**src/rtl/b64e_pkg.sv**
```systemverilog
`default_nettype none
// ----------------------------------------------------------------------------
// b64e_pkg
// shared types, constants and the symbol-to-ascii mapping of the encoder
// ----------------------------------------------------------------------------
package b64e_pkg;

	// one input word: a message byte and its end-of-message mark
	typedef struct packed {
		logic [7:0] data_byte;
		logic       is_final;
	} byte_word_t;

	// one output word: an ascii character and its end-of-stream flag
	typedef struct packed {
		logic [7:0] ascii_char;
		logic       end_of_stream;
	} char_word_t;

	localparam int unsigned SLOTS = 4;
	localparam int unsigned SYM_W = 6;

	// classified work for one byte: up to four characters
	typedef struct packed {
		logic [SLOTS-1:0][SYM_W-1:0] sym;
		logic [SLOTS-1:0]            pad;
		logic [1:0]                  last_idx;
		logic                        fin;
	} b64e_entry_t;

	// position inside the three-byte group
	typedef enum logic [1:0] {
		PH_START = 2'd0,
		PH_ONE   = 2'd1,
		PH_TWO   = 2'd2,
		PH_UNUSED = 2'd3
	} b64e_phase_t;

	localparam logic [7:0] PAD_CHAR   = 8'h3D; // '='
	localparam logic [7:0] UPPER_BASE = 8'h41; // 'A'
	localparam logic [7:0] LOWER_BASE = 8'h61; // 'a'
	localparam logic [7:0] DIGIT_BASE = 8'h30; // '0'
	localparam logic [7:0] PLUS_CHAR  = 8'h2B; // '+'
	localparam logic [7:0] SLASH_CHAR = 8'h2F; // '/'
	localparam logic [5:0] SYM_LOWER  = 6'd26;
	localparam logic [5:0] SYM_DIGIT  = 6'd52;
	localparam logic [5:0] SYM_PLUS   = 6'd62;
	localparam logic [5:0] SYM_SLASH  = 6'd63;

	// standard alphabet lookup
	function automatic logic [7:0] b64_char(input logic [5:0] v);
		logic [7:0] c;
		if (v < SYM_LOWER) begin
			c = UPPER_BASE + {2'b00, v};
		end else if (v < SYM_DIGIT) begin
			c = LOWER_BASE + {2'b00, v - SYM_LOWER};
		end else if (v < SYM_PLUS) begin
			c = DIGIT_BASE + {2'b00, v - SYM_DIGIT};
		end else if (v == SYM_PLUS) begin
			c = PLUS_CHAR;
		end else begin
			c = SLASH_CHAR;
		end
		return c;
	endfunction

endpackage
`default_nettype wire

```
**src/rtl/b64e_front.sv**
```systemverilog
`default_nettype none
// ----------------------------------------------------------------------------
// b64e_front
// takes message bytes, tracks the group phase and builds the symbol entry
// ----------------------------------------------------------------------------
module b64e_front (
	input  wire logic                 clk,
	input  wire logic                 arst_n,
	input  wire logic                 byte_valid,
	output logic                      byte_stall,
	input  wire b64e_pkg::byte_word_t byte_word,
	input  wire logic                 q_full,
	output logic                      push,
	output b64e_pkg::b64e_entry_t     entry
);
	import b64e_pkg::*;

	b64e_phase_t phase_q, phase_d;
	logic [3:0]  leftover_q, leftover_d;
	logic [7:0]  b;

	assign byte_stall = q_full;
	assign push       = byte_valid && !q_full;
	assign b          = byte_word.data_byte;

	always_comb begin
		entry       = '0;
		entry.fin   = byte_word.is_final;
		phase_d     = PH_START;
		leftover_d  = '0;
		case (phase_q)
			PH_ONE: begin
				entry.sym[0] = {leftover_q[1:0], b[7:4]};
				if (byte_word.is_final) begin
					entry.sym[1]    = {b[3:0], 2'b00};
					entry.pad[2]    = 1'b1;
					entry.last_idx  = 2'd2;
				end else begin
					entry.last_idx  = 2'd0;
					leftover_d      = b[3:0];
					phase_d         = PH_TWO;
				end
			end
			PH_TWO: begin
				entry.sym[0]   = {leftover_q, b[7:6]};
				entry.sym[1]   = b[5:0];
				entry.last_idx = 2'd1;
			end
			default: begin
				// start of a group; the unused code behaves the same
				entry.sym[0] = b[7:2];
				if (byte_word.is_final) begin
					entry.sym[1]   = {b[1:0], 4'b0000};
					entry.pad[2]   = 1'b1;
					entry.pad[3]   = 1'b1;
					entry.last_idx = 2'd3;
				end else begin
					entry.last_idx = 2'd0;
					leftover_d     = {2'b00, b[1:0]};
					phase_d        = PH_ONE;
				end
			end
		endcase
	end

	always_ff @(posedge clk or negedge arst_n) begin
		if (!arst_n) begin
			phase_q    <= PH_START;
			leftover_q <= '0;
		end else if (push) begin
			phase_q    <= phase_d;
			leftover_q <= leftover_d;
		end
	end

endmodule
`default_nettype wire

```
**src/rtl/b64e_queue.sv**
```systemverilog
`default_nettype none
// ----------------------------------------------------------------------------
// b64e_queue
// two-entry queue of symbol entries between front and back
// ----------------------------------------------------------------------------
module b64e_queue (
	input  wire logic                  clk,
	input  wire logic                  arst_n,
	input  wire logic                  push,
	input  wire b64e_pkg::b64e_entry_t wr_entry,
	output logic                       full,
	input  wire logic                  pop,
	output logic                       not_empty,
	output b64e_pkg::b64e_entry_t      rd_entry
);
	import b64e_pkg::*;

	b64e_entry_t entry_q [2];
	logic        wr_ptr_q, rd_ptr_q;
	logic [1:0]  count_q;

	assign full      = (count_q == 2'd2);
	assign not_empty = (count_q != 2'd0);
	assign rd_entry  = entry_q[rd_ptr_q];

	always_ff @(posedge clk) begin
		if (push) begin
			entry_q[wr_ptr_q] <= wr_entry;
		end
	end

	always_ff @(posedge clk or negedge arst_n) begin
		if (!arst_n) begin
			wr_ptr_q <= 1'b0;
			rd_ptr_q <= 1'b0;
			count_q  <= '0;
		end else begin
			if (push) begin
				wr_ptr_q <= !wr_ptr_q;
			end
			if (pop) begin
				rd_ptr_q <= !rd_ptr_q;
			end
			case ({push, pop})
				2'b10:   count_q <= count_q + 2'd1;
				2'b01:   count_q <= count_q - 2'd1;
				default: count_q <= count_q;
			endcase
		end
	end

endmodule
`default_nettype wire

```
**src/rtl/b64e_back.sv**
```systemverilog
`default_nettype none
// ----------------------------------------------------------------------------
// b64e_back
// walks the slots of the head entry, one character a cycle while char_stall is
// low, into the output register
// ----------------------------------------------------------------------------
module b64e_back (
	input  wire logic                  clk,
	input  wire logic                  arst_n,
	input  wire logic                  head_valid,
	input  wire b64e_pkg::b64e_entry_t head,
	output logic                       pop,
	output logic                       char_valid,
	input  wire logic                  char_stall,
	output b64e_pkg::char_word_t       char_word
);
	import b64e_pkg::*;

	logic [1:0]  slot_q;
	logic        valid_q;
	char_word_t  word_q;
	logic        load;
	logic        at_last;
	char_word_t  next_word;

	assign load    = head_valid && (!valid_q || !char_stall);
	assign at_last = (slot_q == head.last_idx);
	assign pop     = load && at_last;

	always_comb begin
		next_word.ascii_char    = head.pad[slot_q] ? PAD_CHAR : b64_char(head.sym[slot_q]);
		next_word.end_of_stream = head.fin && at_last;
	end

	always_ff @(posedge clk or negedge arst_n) begin
		if (!arst_n) begin
			slot_q  <= '0;
			valid_q <= 1'b0;
		end else if (load) begin
			valid_q <= 1'b1;
			slot_q  <= at_last ? 2'd0 : slot_q + 2'd1;
		end else if (!char_stall) begin
			valid_q <= 1'b0;
		end
	end

	always_ff @(posedge clk) begin
		if (load) begin
			word_q <= next_word;
		end
	end

	assign char_valid = valid_q;
	assign char_word  = word_q;

endmodule
`default_nettype wire

```
**src/rtl/base64_stream_encoder.sv**
```systemverilog
`default_nettype none
// ----------------------------------------------------------------------------
// base64_stream_encoder
// streaming base64 encoder, standard alphabet with '=' padding
// ----------------------------------------------------------------------------
// usage
//   byte channel (byte_valid / byte_stall / byte_word): one message byte per
//   word, is_final set on the last byte of a message; a word is taken at an
//   edge with byte_valid high and byte_stall low
//   char channel (char_valid / char_stall / char_word): one ascii character
//   per word, end_of_stream set on the last character of a message
//   path: a taken byte is written into the queue, and its first character is
//   then loaded from the queue head into the output register on char_word
//   throughput: the output register gives one character per cycle while
//   char_stall is low; a byte makes one or two characters (four at most on a
//   final byte), so byte intake inside a group is bounded by that register
//   a two-entry queue sits between the byte side and the character side, so
//   a byte is taken while earlier characters still wait
//   reset: clears the group phase, the queue and the output valid; the next
//   byte starts a fresh message
//   receiver stall: the character holds; once the queue fills, byte_stall
//   rises until the last character of the oldest queued byte is loaded
// ----------------------------------------------------------------------------
module base64_stream_encoder (
	input  wire logic                 clk,
	input  wire logic                 arst_n,
	input  wire logic                 byte_valid,
	output logic                      byte_stall,
	input  wire b64e_pkg::byte_word_t byte_word,
	output logic                      char_valid,
	input  wire logic                 char_stall,
	output b64e_pkg::char_word_t      char_word
);
	import b64e_pkg::*;

	// front to queue
	logic        push;
	b64e_entry_t wr_entry;
	logic        q_full;
	// queue to back
	logic        pop;
	logic        q_not_empty;
	b64e_entry_t rd_entry;

	// classify each byte by group phase into up to four symbols
	b64e_front u_front (
		.clk        (clk),
		.arst_n     (arst_n),
		.byte_valid (byte_valid),
		.byte_stall (byte_stall),
		.byte_word  (byte_word),
		.q_full     (q_full),
		.push       (push),
		.entry      (wr_entry)
	);

	// decouples byte intake from character output
	b64e_queue u_queue (
		.clk       (clk),
		.arst_n    (arst_n),
		.push      (push),
		.wr_entry  (wr_entry),
		.full      (q_full),
		.pop       (pop),
		.not_empty (q_not_empty),
		.rd_entry  (rd_entry)
	);

	// map symbols to ascii one per cycle while char_stall is low, with end-of-stream on the last
	b64e_back u_back (
		.clk        (clk),
		.arst_n     (arst_n),
		.head_valid (q_not_empty),
		.head       (rd_entry),
		.pop        (pop),
		.char_valid (char_valid),
		.char_stall (char_stall),
		.char_word  (char_word)
	);

endmodule
`default_nettype wire

```
**config.mk**
```make
export PLATFORM = sky130hd
export DESIGN_NAME = base64_stream_encoder
export DESIGN_NICKNAME = d
export VERILOG_FILES = /design/src/rtl/b64e_pkg.sv /design/src/rtl/b64e_front.sv /design/src/rtl/b64e_queue.sv /design/src/rtl/b64e_back.sv /design/src/rtl/base64_stream_encoder.sv
export SDC_FILE = /design/constraint.sdc
export NUM_CORES = 1
export LEC_CHECK = 0
export ABC_AREA = 1
export BUFFER_PORTS_ARGS = -buffer_cell sky130_fd_sc_hd__buf_4
export CAP_MARGIN = 20
export CORE_MARGIN = 3
export CORE_UTILIZATION = 64
export DETAILED_ROUTE_END_ITERATION = 8
export PLACE_DENSITY = 0.82
export SYNTH_ARGS = -nofsm -noshare
export SYNTH_HDL_FRONTEND = slang
export SYNTH_SLANG_ARGS = --single-unit
```
**constraint.sdc**
```tcl
create_clock -name clk -period 5.8 [get_ports clk]
set_input_delay 0.87 -clock clk [delete_from_list [all_inputs] [get_ports clk]]
set_output_delay 0.87 -clock clk [all_outputs]
set_load 0.1 [all_outputs]
```
==> results of run 1 <==
critical path: cells and delay by family, from the launching register on:
family / cells / cell delay, ns
DFF: 1 / 0.83
AOI/OAI and AO/OA: 2 / 0.47
buffers and inverters: 2 / 0.22
adders and majority gates: 1 / 0.23
and+or+nand+nor: 8 / 0.80
flip-flops by register name, summed over array words and instances (netlist names):
name / count
u_back.char_valid: 1
u_back.char_word: 9
u_back.slot_q: 2
u_front.leftover_q: 4
u_front.phase_q: 2
u_queue.count_q: 2
u_queue.entry_q: 34
u_queue.rd_ptr_q: 1
u_queue.wr_ptr_q: 1
worst paths after layout:
kind / from / to / slack (ns) / cells after the start
setup reg to reg: u_queue.rd_ptr_q / u_back.char_word[5] / 3.02 / 13
setup / recovery: u_queue.rd_ptr_q / u_back.char_word[5] / 3.02 / 13
max in group asynchronous: arst_n / u_front.leftover_q[1] / 5.24 / 1
min in group clk: u_back.char_valid / u_back.char_valid / 0.51 / 2
hold reg to reg: u_back.char_valid / u_back.char_valid / 0.51 / 2
hold / removal: arst_n / u_back.slot_q[0] / 0.39 / 1
cells in the final DEF, fill, tap and decap left out, types with 2 or more instances in the layout:
cell type	instances
sky130_fd_sc_hd__a21oi_1	5
sky130_fd_sc_hd__buf_4	25
sky130_fd_sc_hd__clkbuf_8	5
sky130_fd_sc_hd__clkinv_2	2
sky130_fd_sc_hd__dfrtp_1	13
sky130_fd_sc_hd__edfxtp_1	43
sky130_fd_sc_hd__ha_1	13
sky130_fd_sc_hd__inv_1	34
sky130_fd_sc_hd__inv_2	6
sky130_fd_sc_hd__nand2_1	89
sky130_fd_sc_hd__nand2_2	4
sky130_fd_sc_hd__nand3_1	27
sky130_fd_sc_hd__nand3_2	3
sky130_fd_sc_hd__nand3b_1	2
sky130_fd_sc_hd__nand4_1	3
sky130_fd_sc_hd__nor2_1	28
sky130_fd_sc_hd__o2111ai_1	2
sky130_fd_sc_hd__o211ai_1	3
sky130_fd_sc_hd__o21ai_0	16
sky130_fd_sc_hd__o21ai_1	4
sky130_fd_sc_hd__o221ai_1	4
sky130_fd_sc_hd__o22ai_1	3
sky130_fd_sc_hd__xnor2_1	2
sky130_fd_sc_hd__xor2_1	7
layout make-up:
class,instances,area [um^2]
Multi-Input combinational cell,224,1231
Clock inverter,2,13.76
Timing Repair Buffer,25,187.7
Fill cell,341,1141
Inverter,44,176.4
Tap cell,52,65.06
Sequential cell,56,1617
Clock buffer,6,72.57
metal layers:
metal	vias to the layer above	GRT usage	share of wire
met5	-	0	0
met3	20	0.04354	0.041
met2	75	0.4056	0.50
li1	1152	-	-
met4	0	0.1068	0.033
met1	1042	0.2814	0.43
metrics by stage:
step / hold slack (ns) / cell area [um^2] / utilization
final: 0.3862 / 3363 / 0.7467
after global routing: 0.3721 / 3363 / 0.7467
after CTS: 0.3867 / 3363 / 0.7467
after detailed placement: 0.4888 / 3277 / 0.7275
after global placement: 0.4746 / 3277 / 0.7275
after floorplan: 0.4892 / 3077 / -
cell families after synthesis:
kind of cell,count (synthesis)
buffers and inverters,50
DFF,56
adders and majority gates,13
AOI/OAI and AO/OA,41
xor gates and xnor gates,9
and+or+nand+nor,161
==> metrics.yaml, run 1 <==
grt:
  antenna_violations_before_repair: 0
  total_global_routing_overflow: 0
  grt_first_pass_wirelength_mm: 9.867
  first_global_vias: 2210
  grt_max_degree: 20
  track_usage: 0.2333
setup_path:
  timing_worst_setup_path_type: "flop to flop"
  critical_path_peak_fanout: 19
  worst_path_cell_with_the_longest_stage_delay: "sky130_fd_sc_hd__dfrtp_1"
  setup.worst_path.start_class: "flop"
  critical_path_required_ns: 5.88
  cp.arrival_ns: 2.85
  crit_path_end_kind: "flop"
  cp_slowest_stage_delay_ns: 0.83
  timing.critical_path.cells: "o21ai_0 > o22a_1 > nor2_4 > inv_1 > ha_1 > inv_1 > nand4_1 > nand3_1 > nand3_1 > nand3_1 > nand2_1 > nand2_1 > nand2_1"
timing:
  final_max_slew_viol_count: 0
  worst_slew_pin_slew_ns: 0.7372
  fin_setup_tns_ns: 0
  grt_setup_unrepaired: "false"
  max_freq_mhz: 360.1
  finalSetupViolations: 0
  layout_setup_ws_ns: 3.023
  finalClockSkew_ns: 0.009692
  final.period_utilization: 0.4788
  slew_headroom: 0.5085
  hold_violations: 0
  clock_period_minus_final_worst_setup_slack_ns: 2.777
synthesis:
  post_synth_xor_area_fraction: 0.02562
  synth_top_cells_by_count: "sky130_fd_sc_hd__nand2_1 (89), sky130_fd_sc_hd__edfxtp_1 (43), sky130_fd_sc_hd__inv_1 (34)"
  synth_mux_area_frac: 0
  synth.largest_area_cell: "sky130_fd_sc_hd__edfxtp_1"
  yosys_register_bits: 56
  synth_cell_type_count: 36
  synth_ff_type: "sky130_fd_sc_hd__edfxtp_1"
  synth-seq-area-share: 0.5254
  synth.avg_cell_area_um2: 9.323
  synthArstFlopShare: 0.2321
  main_combinational_cell_family_by_area_after_synthesis: "simple AND/OR/NAND/NOR gates"
  synth_edf_count: 43
  synth.most_common_cell: "sky130_fd_sc_hd__nand2_1"
  synth_simple_gate_area_share: 0.2383
  synth_top_area_frac: 0.4197
  postSynthNetCount: 356
  count_of_yosys_warnings_during_synthesis: 0
  largest_cells_by_area_after_synthesis: "sky130_fd_sc_hd__edfxtp_1 (42%), sky130_fd_sc_hd__nand2_1 (11%), sky130_fd_sc_hd__dfrtp_1 (11%), sky130_fd_sc_hd__ha_1 (5.3%), sky130_fd_sc_hd__nand3_1 (4.4%)"
  synth-adder-area-share: 0.05287
  post_synth_inst_count: 330
  synth_compound_gate_area_share: 0.08337
  syn_area_um2: 3077
routing:
  vias: 2289
  ant_nets: 0
  drc_errors_left: 0
  post_drt_wl_per_cell_um: 14.61
  routed_via_density: 5.597
  routed_wl_mm: 5.976
  drt-initial-drc-count: 134
  dr.pass1.iters: 5
clock_network:
  cts_max_path_buffers: 2
  cts_inserted_buffers: 5
  ctsRootBufferMaster: "sky130_fd_sc_hd__clkbuf_8"
  holdBufCountCts: 0
  cts_setup_buffers: 0
  cts_htree_levels: 2
  tritoncts_clock_tree: "built"
  clock_latency_ns: 0.31
  cts.reportedPaths.clkPinSlew_ns: 0.10
  cts_sinks: 56
  cts_repair_resize_count: 0
final_layout:
  post_route_cells_drive_above_1_share: 0.1541
  diodes: 0
  final_cells: 409
  areaGrowthSynthToFinish_pct: 9.313
  final_net_count: 382
worst_hold_path:
  min-delay-path-class: "input pin to async pin"
job:
  max-cap-violations: 0
placed_design:
  hpwl_after_detailed_placement_mm: 4.474
  total_of_buffers_placed_on_input_and_output_ports: 23
  post-place-cells: 401
  pre_cts_slack_ns: 3.075
  gp_congestion: 0.9426
floorplanning:
  ioPinCount: 24
  initial_core_util: 0.6831
  placementRows: 24
  die_area_um2: 5675
  core-area_um2: 4504
  die_width_um: 75.34
  die_height_um: 75.34
outcome:
  run_status: "finished, final reports clean"
Power of run 1 is left out: the tool's default activity adds up to more than one toggle a clock period on the data nets, which glitch-free logic cannot reach.
==> run 2: changes to the inputs <==
--- a/config.mk
+++ b/config.mk
@@ -5,13 +5,13 @@
 export SDC_FILE = /design/constraint.sdc
 export NUM_CORES = 1
 export LEC_CHECK = 0
-export ABC_AREA = 1
+export ABC_AREA = 0
 export BUFFER_PORTS_ARGS = -buffer_cell sky130_fd_sc_hd__buf_4
 export CAP_MARGIN = 20
 export CORE_MARGIN = 3
-export CORE_UTILIZATION = 64
+export CORE_UTILIZATION = 60
 export DETAILED_ROUTE_END_ITERATION = 8
-export PLACE_DENSITY = 0.82
+export PLACE_DENSITY = 0.78
 export SYNTH_ARGS = -nofsm -noshare
 export SYNTH_HDL_FRONTEND = slang
 export SYNTH_SLANG_ARGS = --single-unit
==> constraint.sdc (replaced) <==
create_clock -name clk -period 2.6 [get_ports clk]
set_input_delay 0.39 -clock clk [delete_from_list [all_inputs] [get_ports clk]]
set_output_delay 0.39 -clock clk [all_outputs]
set_load 0.1 [all_outputs]
==> metrics.yaml, run 2 <==
outcome:
  run_status: "finished, final reports clean"  # unchanged
synthesis:
  synth_top_cells_by_count: "sky130_fd_sc_hd__edfxtp_1 (43), sky130_fd_sc_hd__nand2_1 (24), sky130_fd_sc_hd__o21ai_0 (17)"  # was sky130_fd_sc_hd__nand2_1 (89), sky130_fd_sc_hd__edfxtp_1 (43), sky130_fd_sc_hd__inv_1 (34)
  synth_top_area_frac: 0.4221  # was 0.4197
  synth.avg_cell_area_um2: 12.00  # was 9.323 um^2
  postSynthNetCount: 281  # was 356
  synth_edf_count: 43  # unchanged
  largest_cells_by_area_after_synthesis: "sky130_fd_sc_hd__edfxtp_1 (42%), sky130_fd_sc_hd__dfrtp_1 (11%), sky130_fd_sc_hd__ha_1 (5.3%), sky130_fd_sc_hd__mux4_2 (4.4%), sky130_fd_sc_hd__xnor2_1 (3.7%)"  # was sky130_fd_sc_hd__edfxtp_1 (42%), sky130_fd_sc_hd__nand2_1 (11%), sky130_fd_sc_hd__dfrtp_1 (11%), sky130_fd_sc_hd__ha_1 (5.3%), sky130_fd_sc_hd__nand3_1 (4.4%)
  synth.most_common_cell: "sky130_fd_sc_hd__edfxtp_1"  # was sky130_fd_sc_hd__nand2_1
  synth_cell_type_count: 51  # was 36
  synth-seq-area-share: 0.5284  # was 0.5254
  syn_area_um2: 3059  # was 3077 um^2
  count_of_yosys_warnings_during_synthesis: 0  # unchanged
  synthArstFlopShare: 0.2321  # unchanged
  yosys_register_bits: 56  # unchanged
  synth_ff_type: "sky130_fd_sc_hd__edfxtp_1"  # unchanged
  post_synth_inst_count: 255  # was 330
  synth.largest_area_cell: "sky130_fd_sc_hd__edfxtp_1"  # unchanged
setup_path:
  critical_path_required_ns: 2.68  # was 5.88 ns
  cp.arrival_ns: 2.68  # was 2.85 ns
  setup.worst_path.start_class: "flop"  # unchanged
  critical_path_peak_fanout: 5  # was 19
  timing_worst_setup_path_type: "flop to flop"  # unchanged
  crit_path_end_kind: "flop"  # unchanged
routing:
  ant_nets: 0  # unchanged
  vias: 2262  # was 2289
  routed_via_density: 5.984  # was 5.597
  drc_errors_left: 0  # unchanged
  routed_wl_mm: 6.585  # was 5.976 mm
  post_drt_wl_per_cell_um: 17.42  # was 14.61 um
  drt-initial-drc-count: 105  # was 134
  dr.pass1.iters: 4  # was 5
timing:
  fin_setup_tns_ns: 0  # unchanged
  slew_headroom: 0.5668  # was 0.5085
  finalClockSkew_ns: 0.01582  # was 0.009692 ns
  max_freq_mhz: 384.7  # was 360.1 MHz
  final.period_utilization: 0.9997  # was 0.4788
  grt_setup_unrepaired: "true"  # was false
  finalSetupViolations: 0  # unchanged
  clock_period_minus_final_worst_setup_slack_ns: 2.599  # was 2.777 ns
  hold_violations: 0  # unchanged
  worst_slew_pin_slew_ns: 0.6498  # was 0.7372 ns
  final_max_slew_viol_count: 0  # unchanged
job:
  max-cap-violations: 0  # unchanged
placed_design:
  hpwl_after_detailed_placement_mm: 4.900  # was 4.474 mm
  gp_congestion: 0.9865  # was 0.9426
  total_of_buffers_placed_on_input_and_output_ports: 23  # unchanged
final_layout:
  post_route_cells_drive_above_1_share: 0.3441  # was 0.1541
  final_net_count: 336  # was 382
  largest-register: "u_queue.entry_q"  # unchanged
  diodes: 0  # unchanged
  areaGrowthSynthToFinish_pct: 23.15  # was 9.313%
  most-common-layout-cells: "sky130_fd_sc_hd__buf_4 (55), sky130_fd_sc_hd__edfxtp_1 (43), sky130_fd_sc_hd__nand2_1 (22)"  # was sky130_fd_sc_hd__nand2_1 (89), sky130_fd_sc_hd__edfxtp_1 (43), sky130_fd_sc_hd__inv_1 (34)
  largest_register_ff_count: 34  # unchanged
  layout_commonest_cell: "sky130_fd_sc_hd__buf_4"  # was sky130_fd_sc_hd__nand2_1
grt:
  grt_max_degree: 25  # was 20
  grt_first_pass_wirelength_mm: 10.55  # was 9.867 mm
  track_usage: 0.2275  # was 0.2333
  first_global_vias: 2235  # was 2210
  total_global_routing_overflow: 0  # unchanged
  antenna_violations_before_repair: 0  # unchanged
clock_network:
  cts_max_path_buffers: 2  # unchanged
  tritoncts_clock_tree: "built"  # unchanged
  clock_latency_ns: 0.32  # was 0.31 ns
  cts_htree_levels: 2  # unchanged
  cts_sinks: 56  # unchanged
  cts.reportedPaths.clkPinSlew_ns: 0.10  # about the same
  ctsRootBufferMaster: "sky130_fd_sc_hd__clkbuf_8"  # unchanged
  cts_inserted_buffers: 5  # unchanged
worst_hold_path:
  min-delay-path-class: "input pin to flop"  # was input pin to async pin
floorplanning:
  ioPinCount: 24  # unchanged
  die_height_um: 77.41  # was 75.34 um
  die_width_um: 77.41  # was 75.34 um
  core-area_um2: 4817  # was 4504 um^2
  initial_core_util: 0.6351  # was 0.6831
  placementRows: 25  # was 24
  die_area_um2: 5992  # was 5675 um^2
-- run 2: cell count changes after synthesis, sizes merged, moves of 6 or more --
cell	change
a22oi	+6
nor2	-18
xnor2	+11
inv	-29
nand3	-24
nand2	-68
mux2i	+10
mux4	+6
-- run 2: cells by family (layout without fill, tap and decap cells) --
logic type | count (synthesis) | count (layout) | share of synthesized area
muxes | 18 | 18 | 0.08425
adders and majority gates | 13 | 13 | 0.05317
and+or+nand+nor | 72 | 72 | 0.1211
AOI/OAI and AO/OA | 57 | 57 | 0.1329
buffers and inverters | 24 | 80 | 0.03722
xor gates and xnor gates | 15 | 15 | 0.04295
DFF | 56 | 56 | 0.5284
-- run 2: timing repair --
item	CTS	global route
resized for setup	4	27
setup endpoints to repair	4	6
endpoints found under the hold margin	13	0
pin swaps	1	14
setup buffers	4	5
hold buffers	1	0
-- run 2: worst max-delay path, stage by stage, from the launching register on --
cell                       delay [ns]
sky130_fd_sc_hd__dfrtp_1         0.39
sky130_fd_sc_hd__buf_6           0.12
sky130_fd_sc_hd__mux4_2          0.54
sky130_fd_sc_hd__nand2_4         0.13
sky130_fd_sc_hd__inv_1           0.07
sky130_fd_sc_hd__ha_1            0.21
sky130_fd_sc_hd__inv_2           0.08
sky130_fd_sc_hd__buf_4           0.10
sky130_fd_sc_hd__nand3b_1        0.14
sky130_fd_sc_hd__a21o_1          0.21
sky130_fd_sc_hd__a22o_1          0.17
sky130_fd_sc_hd__a32o_1          0.21
-- run 2: worst paths after layout --
kind | slack [ns] | from | to | cells past startpoint
setup reg to reg | 0.0008 | u_queue.rd_ptr_q | u_back.char_word[7] | 11
setup / recovery | 0.0008 | u_queue.rd_ptr_q | u_back.char_word[7] | 11
max in group asynchronous | 2.00 | arst_n | u_queue.count_q[0] | 2
hold / removal | 0.28 | char_stall | u_back.char_valid | 3
hold reg to reg | 0.50 | u_back.char_valid | u_back.char_valid | 2
min in group asynchronous | 0.43 | arst_n | u_queue.wr_ptr_q | 2
-- run 2: area by class of cell --
| class | instances | area [um^2] |
|---|---|---|
| Fill cell | 314 | 1050 |
| Clock inverter | 3 | 25.02 |
| Multi-Input combinational cell | 175 | 1468 |
| Sequential cell | 56 | 1617 |
| Timing Repair Buffer | 59 | 456.7 |
| Inverter | 13 | 48.80 |
| Clock buffer | 5 | 68.82 |
| Tap cell | 67 | 83.83 |
-- run 2: per-stage QoR --
step	setup slack (ns)	util	cell area [um^2]	hold slack, ns	std cells
2_1_floorplan	0.002710	-	3080	0.09441	255
3_3_place_gp	-0.07667	0.7205	3471	0.2468	361
3_5_place_dp	-0.1727	0.7205	3471	0.2453	361
4_1_cts	-0.01181	0.7504	3615	0.2727	374
5_1_grt	-0.06690	0.7821	3767	0.2724	378
6_report	0.0008085	0.7821	3767	0.2809	378
-- run 2: metal layers --
metal	global-route usage	vias up	routed length (um)
li1	-	1062	-
met1	0.2642	1102	2596
met2	0.4016	79	3501
met3	0.04640	19	238
met4	0.1085	0	248
met5	0	-	0
Power of run 2 is left out for the same reason.
==> run 3: changes to the inputs <==
--- a/config.mk
+++ b/config.mk
@@ -12,6 +12,7 @@
 export CORE_UTILIZATION = 60
 export DETAILED_ROUTE_END_ITERATION = 8
 export PLACE_DENSITY = 0.78
+export REMOVE_ABC_BUFFERS = 1
 export SYNTH_ARGS = -nofsm -noshare
 export SYNTH_HDL_FRONTEND = slang
 export SYNTH_SLANG_ARGS = --single-unit
==> metrics.yaml, run 3 (synthesized netlist as in run 2, its figures left out) <==
setup_path:
  r2r-start: "u_queue.rd_ptr_q"  # unchanged
  critical_path_required_ns: 2.67  # was 2.68 ns
  reg2reg_end: "u_back.char_word[8]"  # was u_back.char_word[7]
  reg2reg_depth: 10  # was 11
  critical_path_peak_fanout: 6  # was 5
  timing.reg2reg.setup_slack_ns: 0.03  # was 0.0008 ns
  timing_worst_setup_path_type: "flop to flop"  # unchanged
  setup.worst_path.start_class: "flop"  # unchanged
  cp.arrival_ns: 2.64  # was 2.68 ns
  crit_path_end_kind: "flop"  # unchanged
final_layout:
  final_cells: 373  # was 378
  areaGrowthSynthToFinish_pct: 24.42  # was 23.15%
  diodes: 0  # unchanged
  final_net_count: 331  # was 336
  layout.area.seq_um2: 1619  # was 1617 um^2
  largest-register: "u_queue.entry_q"  # unchanged
  largest_register_ff_count: 34  # unchanged
  most-common-layout-cells: "sky130_fd_sc_hd__buf_4 (50), sky130_fd_sc_hd__edfxtp_1 (43), sky130_fd_sc_hd__nand2_1 (22)"  # was sky130_fd_sc_hd__buf_4 (55), sky130_fd_sc_hd__edfxtp_1 (43), sky130_fd_sc_hd__nand2_1 (22)
  multiInputGateArea_um2: 1500  # was 1468 um^2
  post_route_cells_drive_above_1_share: 0.3399  # was 0.3441
  nFillCells: 306  # was 314
  layout_commonest_cell: "sky130_fd_sc_hd__buf_4"  # unchanged
timing:
  max_freq_mhz: 389.7  # was 384.7 MHz
  clock_period_minus_final_worst_setup_slack_ns: 2.566  # was 2.599 ns
  final.period_utilization: 0.9870  # was 0.9997
  worst_slew_pin_slew_ns: 0.6169  # was 0.6498 ns
  finalSetupViolations: 0  # unchanged
  layout_setup_ws_ns: 0.03377  # was 0.0008085 ns
  final_max_slew_viol_count: 0  # unchanged
  slew_headroom: 0.5888  # was 0.5668
  finalClockSkew_ns: 0.008828  # was 0.01582 ns
  hold_violations: 0  # unchanged
  grt_setup_unrepaired: "true"  # unchanged
worst_hold_path:
  holdCritStartpoint: "char_stall"  # unchanged
  worst_hold_path.endpoint: "u_back.char_valid"  # unchanged
  min_delay_path_depth: 3  # unchanged
  min-delay-path-class: "input pin to flop"  # unchanged
routing:
  post_drt_wl_per_cell_um: 18.13  # was 17.42 um
  vias: 2244  # was 2262
  drt-initial-drc-count: 140  # was 105
  dr.pass1.iters: 4  # unchanged
  drc_errors_left: 0  # unchanged
  routed_wl_mm: 6.762  # was 6.585 mm
  routed_via_density: 6.016  # was 5.984
  ant_nets: 0  # unchanged
outcome:
  run_status: "finished, final reports clean"  # unchanged
clock_network:
  cts_sinks: 56  # unchanged
  cts_htree_levels: 2  # unchanged
  cts_inserted_buffers: 5  # unchanged
  tritoncts_clock_tree: "built"  # unchanged
  ctsRootBufferMaster: "sky130_fd_sc_hd__clkbuf_8"  # unchanged
  cts_max_path_buffers: 2  # unchanged
  clock_latency_ns: 0.30  # was 0.32 ns
  cts.reportedPaths.clkPinSlew_ns: 0.10  # about the same
job:
  max-cap-violations: 0  # unchanged
grt:
  antenna_violations_before_repair: 0  # unchanged
  total_global_routing_overflow: 0  # unchanged
  first_global_vias: 2226  # was 2235
  grt_first_pass_wirelength_mm: 10.54  # was 10.55 mm
  grt_max_degree: 25  # unchanged
  track_usage: 0.2247  # was 0.2275
floorplanning:
  die_width_um: 77.41  # unchanged
  initial_core_util: 0.6351  # unchanged
  placementRows: 25  # unchanged
  die_height_um: 77.41  # unchanged
  ioPinCount: 24  # unchanged
  die_area_um2: 5992  # unchanged
  core-area_um2: 4817  # unchanged
placed_design:
  total_of_buffers_placed_on_input_and_output_ports: 23  # unchanged
  pre_cts_slack_ns: -0.1170  # was -0.1727 ns
  hpwl_after_detailed_placement_mm: 4.417  # was 4.900 mm
  gp_congestion: 0.9150  # was 0.9865
  post-place-cells: 357  # was 361
[run 3: cell types whose count changed in the layout (fill, tap and decap cells not counted), moves of 2 or more]
cell	previous run	this run
sky130_fd_sc_hd__ha_4	2	4
sky130_fd_sc_hd__buf_4	55	50
sky130_fd_sc_hd__inv_6	2	0
sky130_fd_sc_hd__dfrtp_2	0	2
sky130_fd_sc_hd__ha_1	10	8
sky130_fd_sc_hd__dfrtp_1	13	11
sky130_fd_sc_hd__bufinv_16	0	2
[run 3: per-layer routing]
metal	share of wire	track usage	vias up
met2	0.53	0.3946	79
met4	0.027	0.09431	0
met5	0	0	-
met1	0.40	0.2792	1098
li1	-	-	1049
met3	0.042	0.03016	18
[run 3: area by class of cell]
type | instances | area share
Inverter | 13 | 0.01348
Sequential cell | 56 | 0.4254
Tap cell | 67 | 0.02202
Clock buffer | 6 | 0.01907
Timing Repair Buffer | 54 | 0.1101
Clock inverter | 2 | 0.01578
Multi-Input combinational cell | 175 | 0.3941
[run 3: stage by stage]
stage          setup TNS, ns  hold slack, ns    util  instance area, um^2
2_1_floorplan         -2.549         0.09441       -                 2994
3_3_place_gp        -0.05015          0.2473  0.7106                 3423
3_5_place_dp         -0.2284          0.2510  0.7106                 3423
4_1_cts                    0          0.2890  0.7543                 3633
5_1_grt              -0.4322          0.3153  0.7901                 3806
6_report                   0          0.2964  0.7901                 3806
[run 3: worst max path at each step]
stage / from / to / slack [ns] / depth (start not counted)
floorplan: u_queue.rd_ptr_q / u_back.char_word[7] / -0.47 / 9
global placement: u_queue.rd_ptr_q / u_back.char_word[7] / -0.03 / 10
detailed placement: u_queue.rd_ptr_q / u_back.char_word[7] / -0.12 / 10
CTS: u_queue.rd_ptr_q / u_back.char_word[6] / 0.005 / 10
global route: u_queue.rd_ptr_q / u_back.char_word[8] / -0.12 / 11
finish: u_queue.rd_ptr_q / u_back.char_word[8] / 0.03 / 10
[run 3: worst max-delay path, cell delays in order (launching register included)]
cell,delay (ns)
sky130_fd_sc_hd__dfrtp_2,0.46
sky130_fd_sc_hd__buf_6,0.15
sky130_fd_sc_hd__mux2i_4,0.19
sky130_fd_sc_hd__mux2i_2,0.20
sky130_fd_sc_hd__and2_4,0.20
sky130_fd_sc_hd__inv_4,0.05
sky130_fd_sc_hd__ha_2,0.21
sky130_fd_sc_hd__or3_4,0.40
sky130_fd_sc_hd__a21oi_2,0.18
sky130_fd_sc_hd__xnor2_1,0.11
sky130_fd_sc_hd__and3_1,0.19
[run 3: what timing repair did]
item / 4_1_cts / 5_1_grt
setup endpoints to repair: 4 / 8
pin swaps: 4 / 11
resized for setup: 10 / 35
hold buffers: 1 / 0
hold endpoints to repair: 13 / 0
buffers inserted: 3 / 4
Power of run 3 is left out for the same reason.
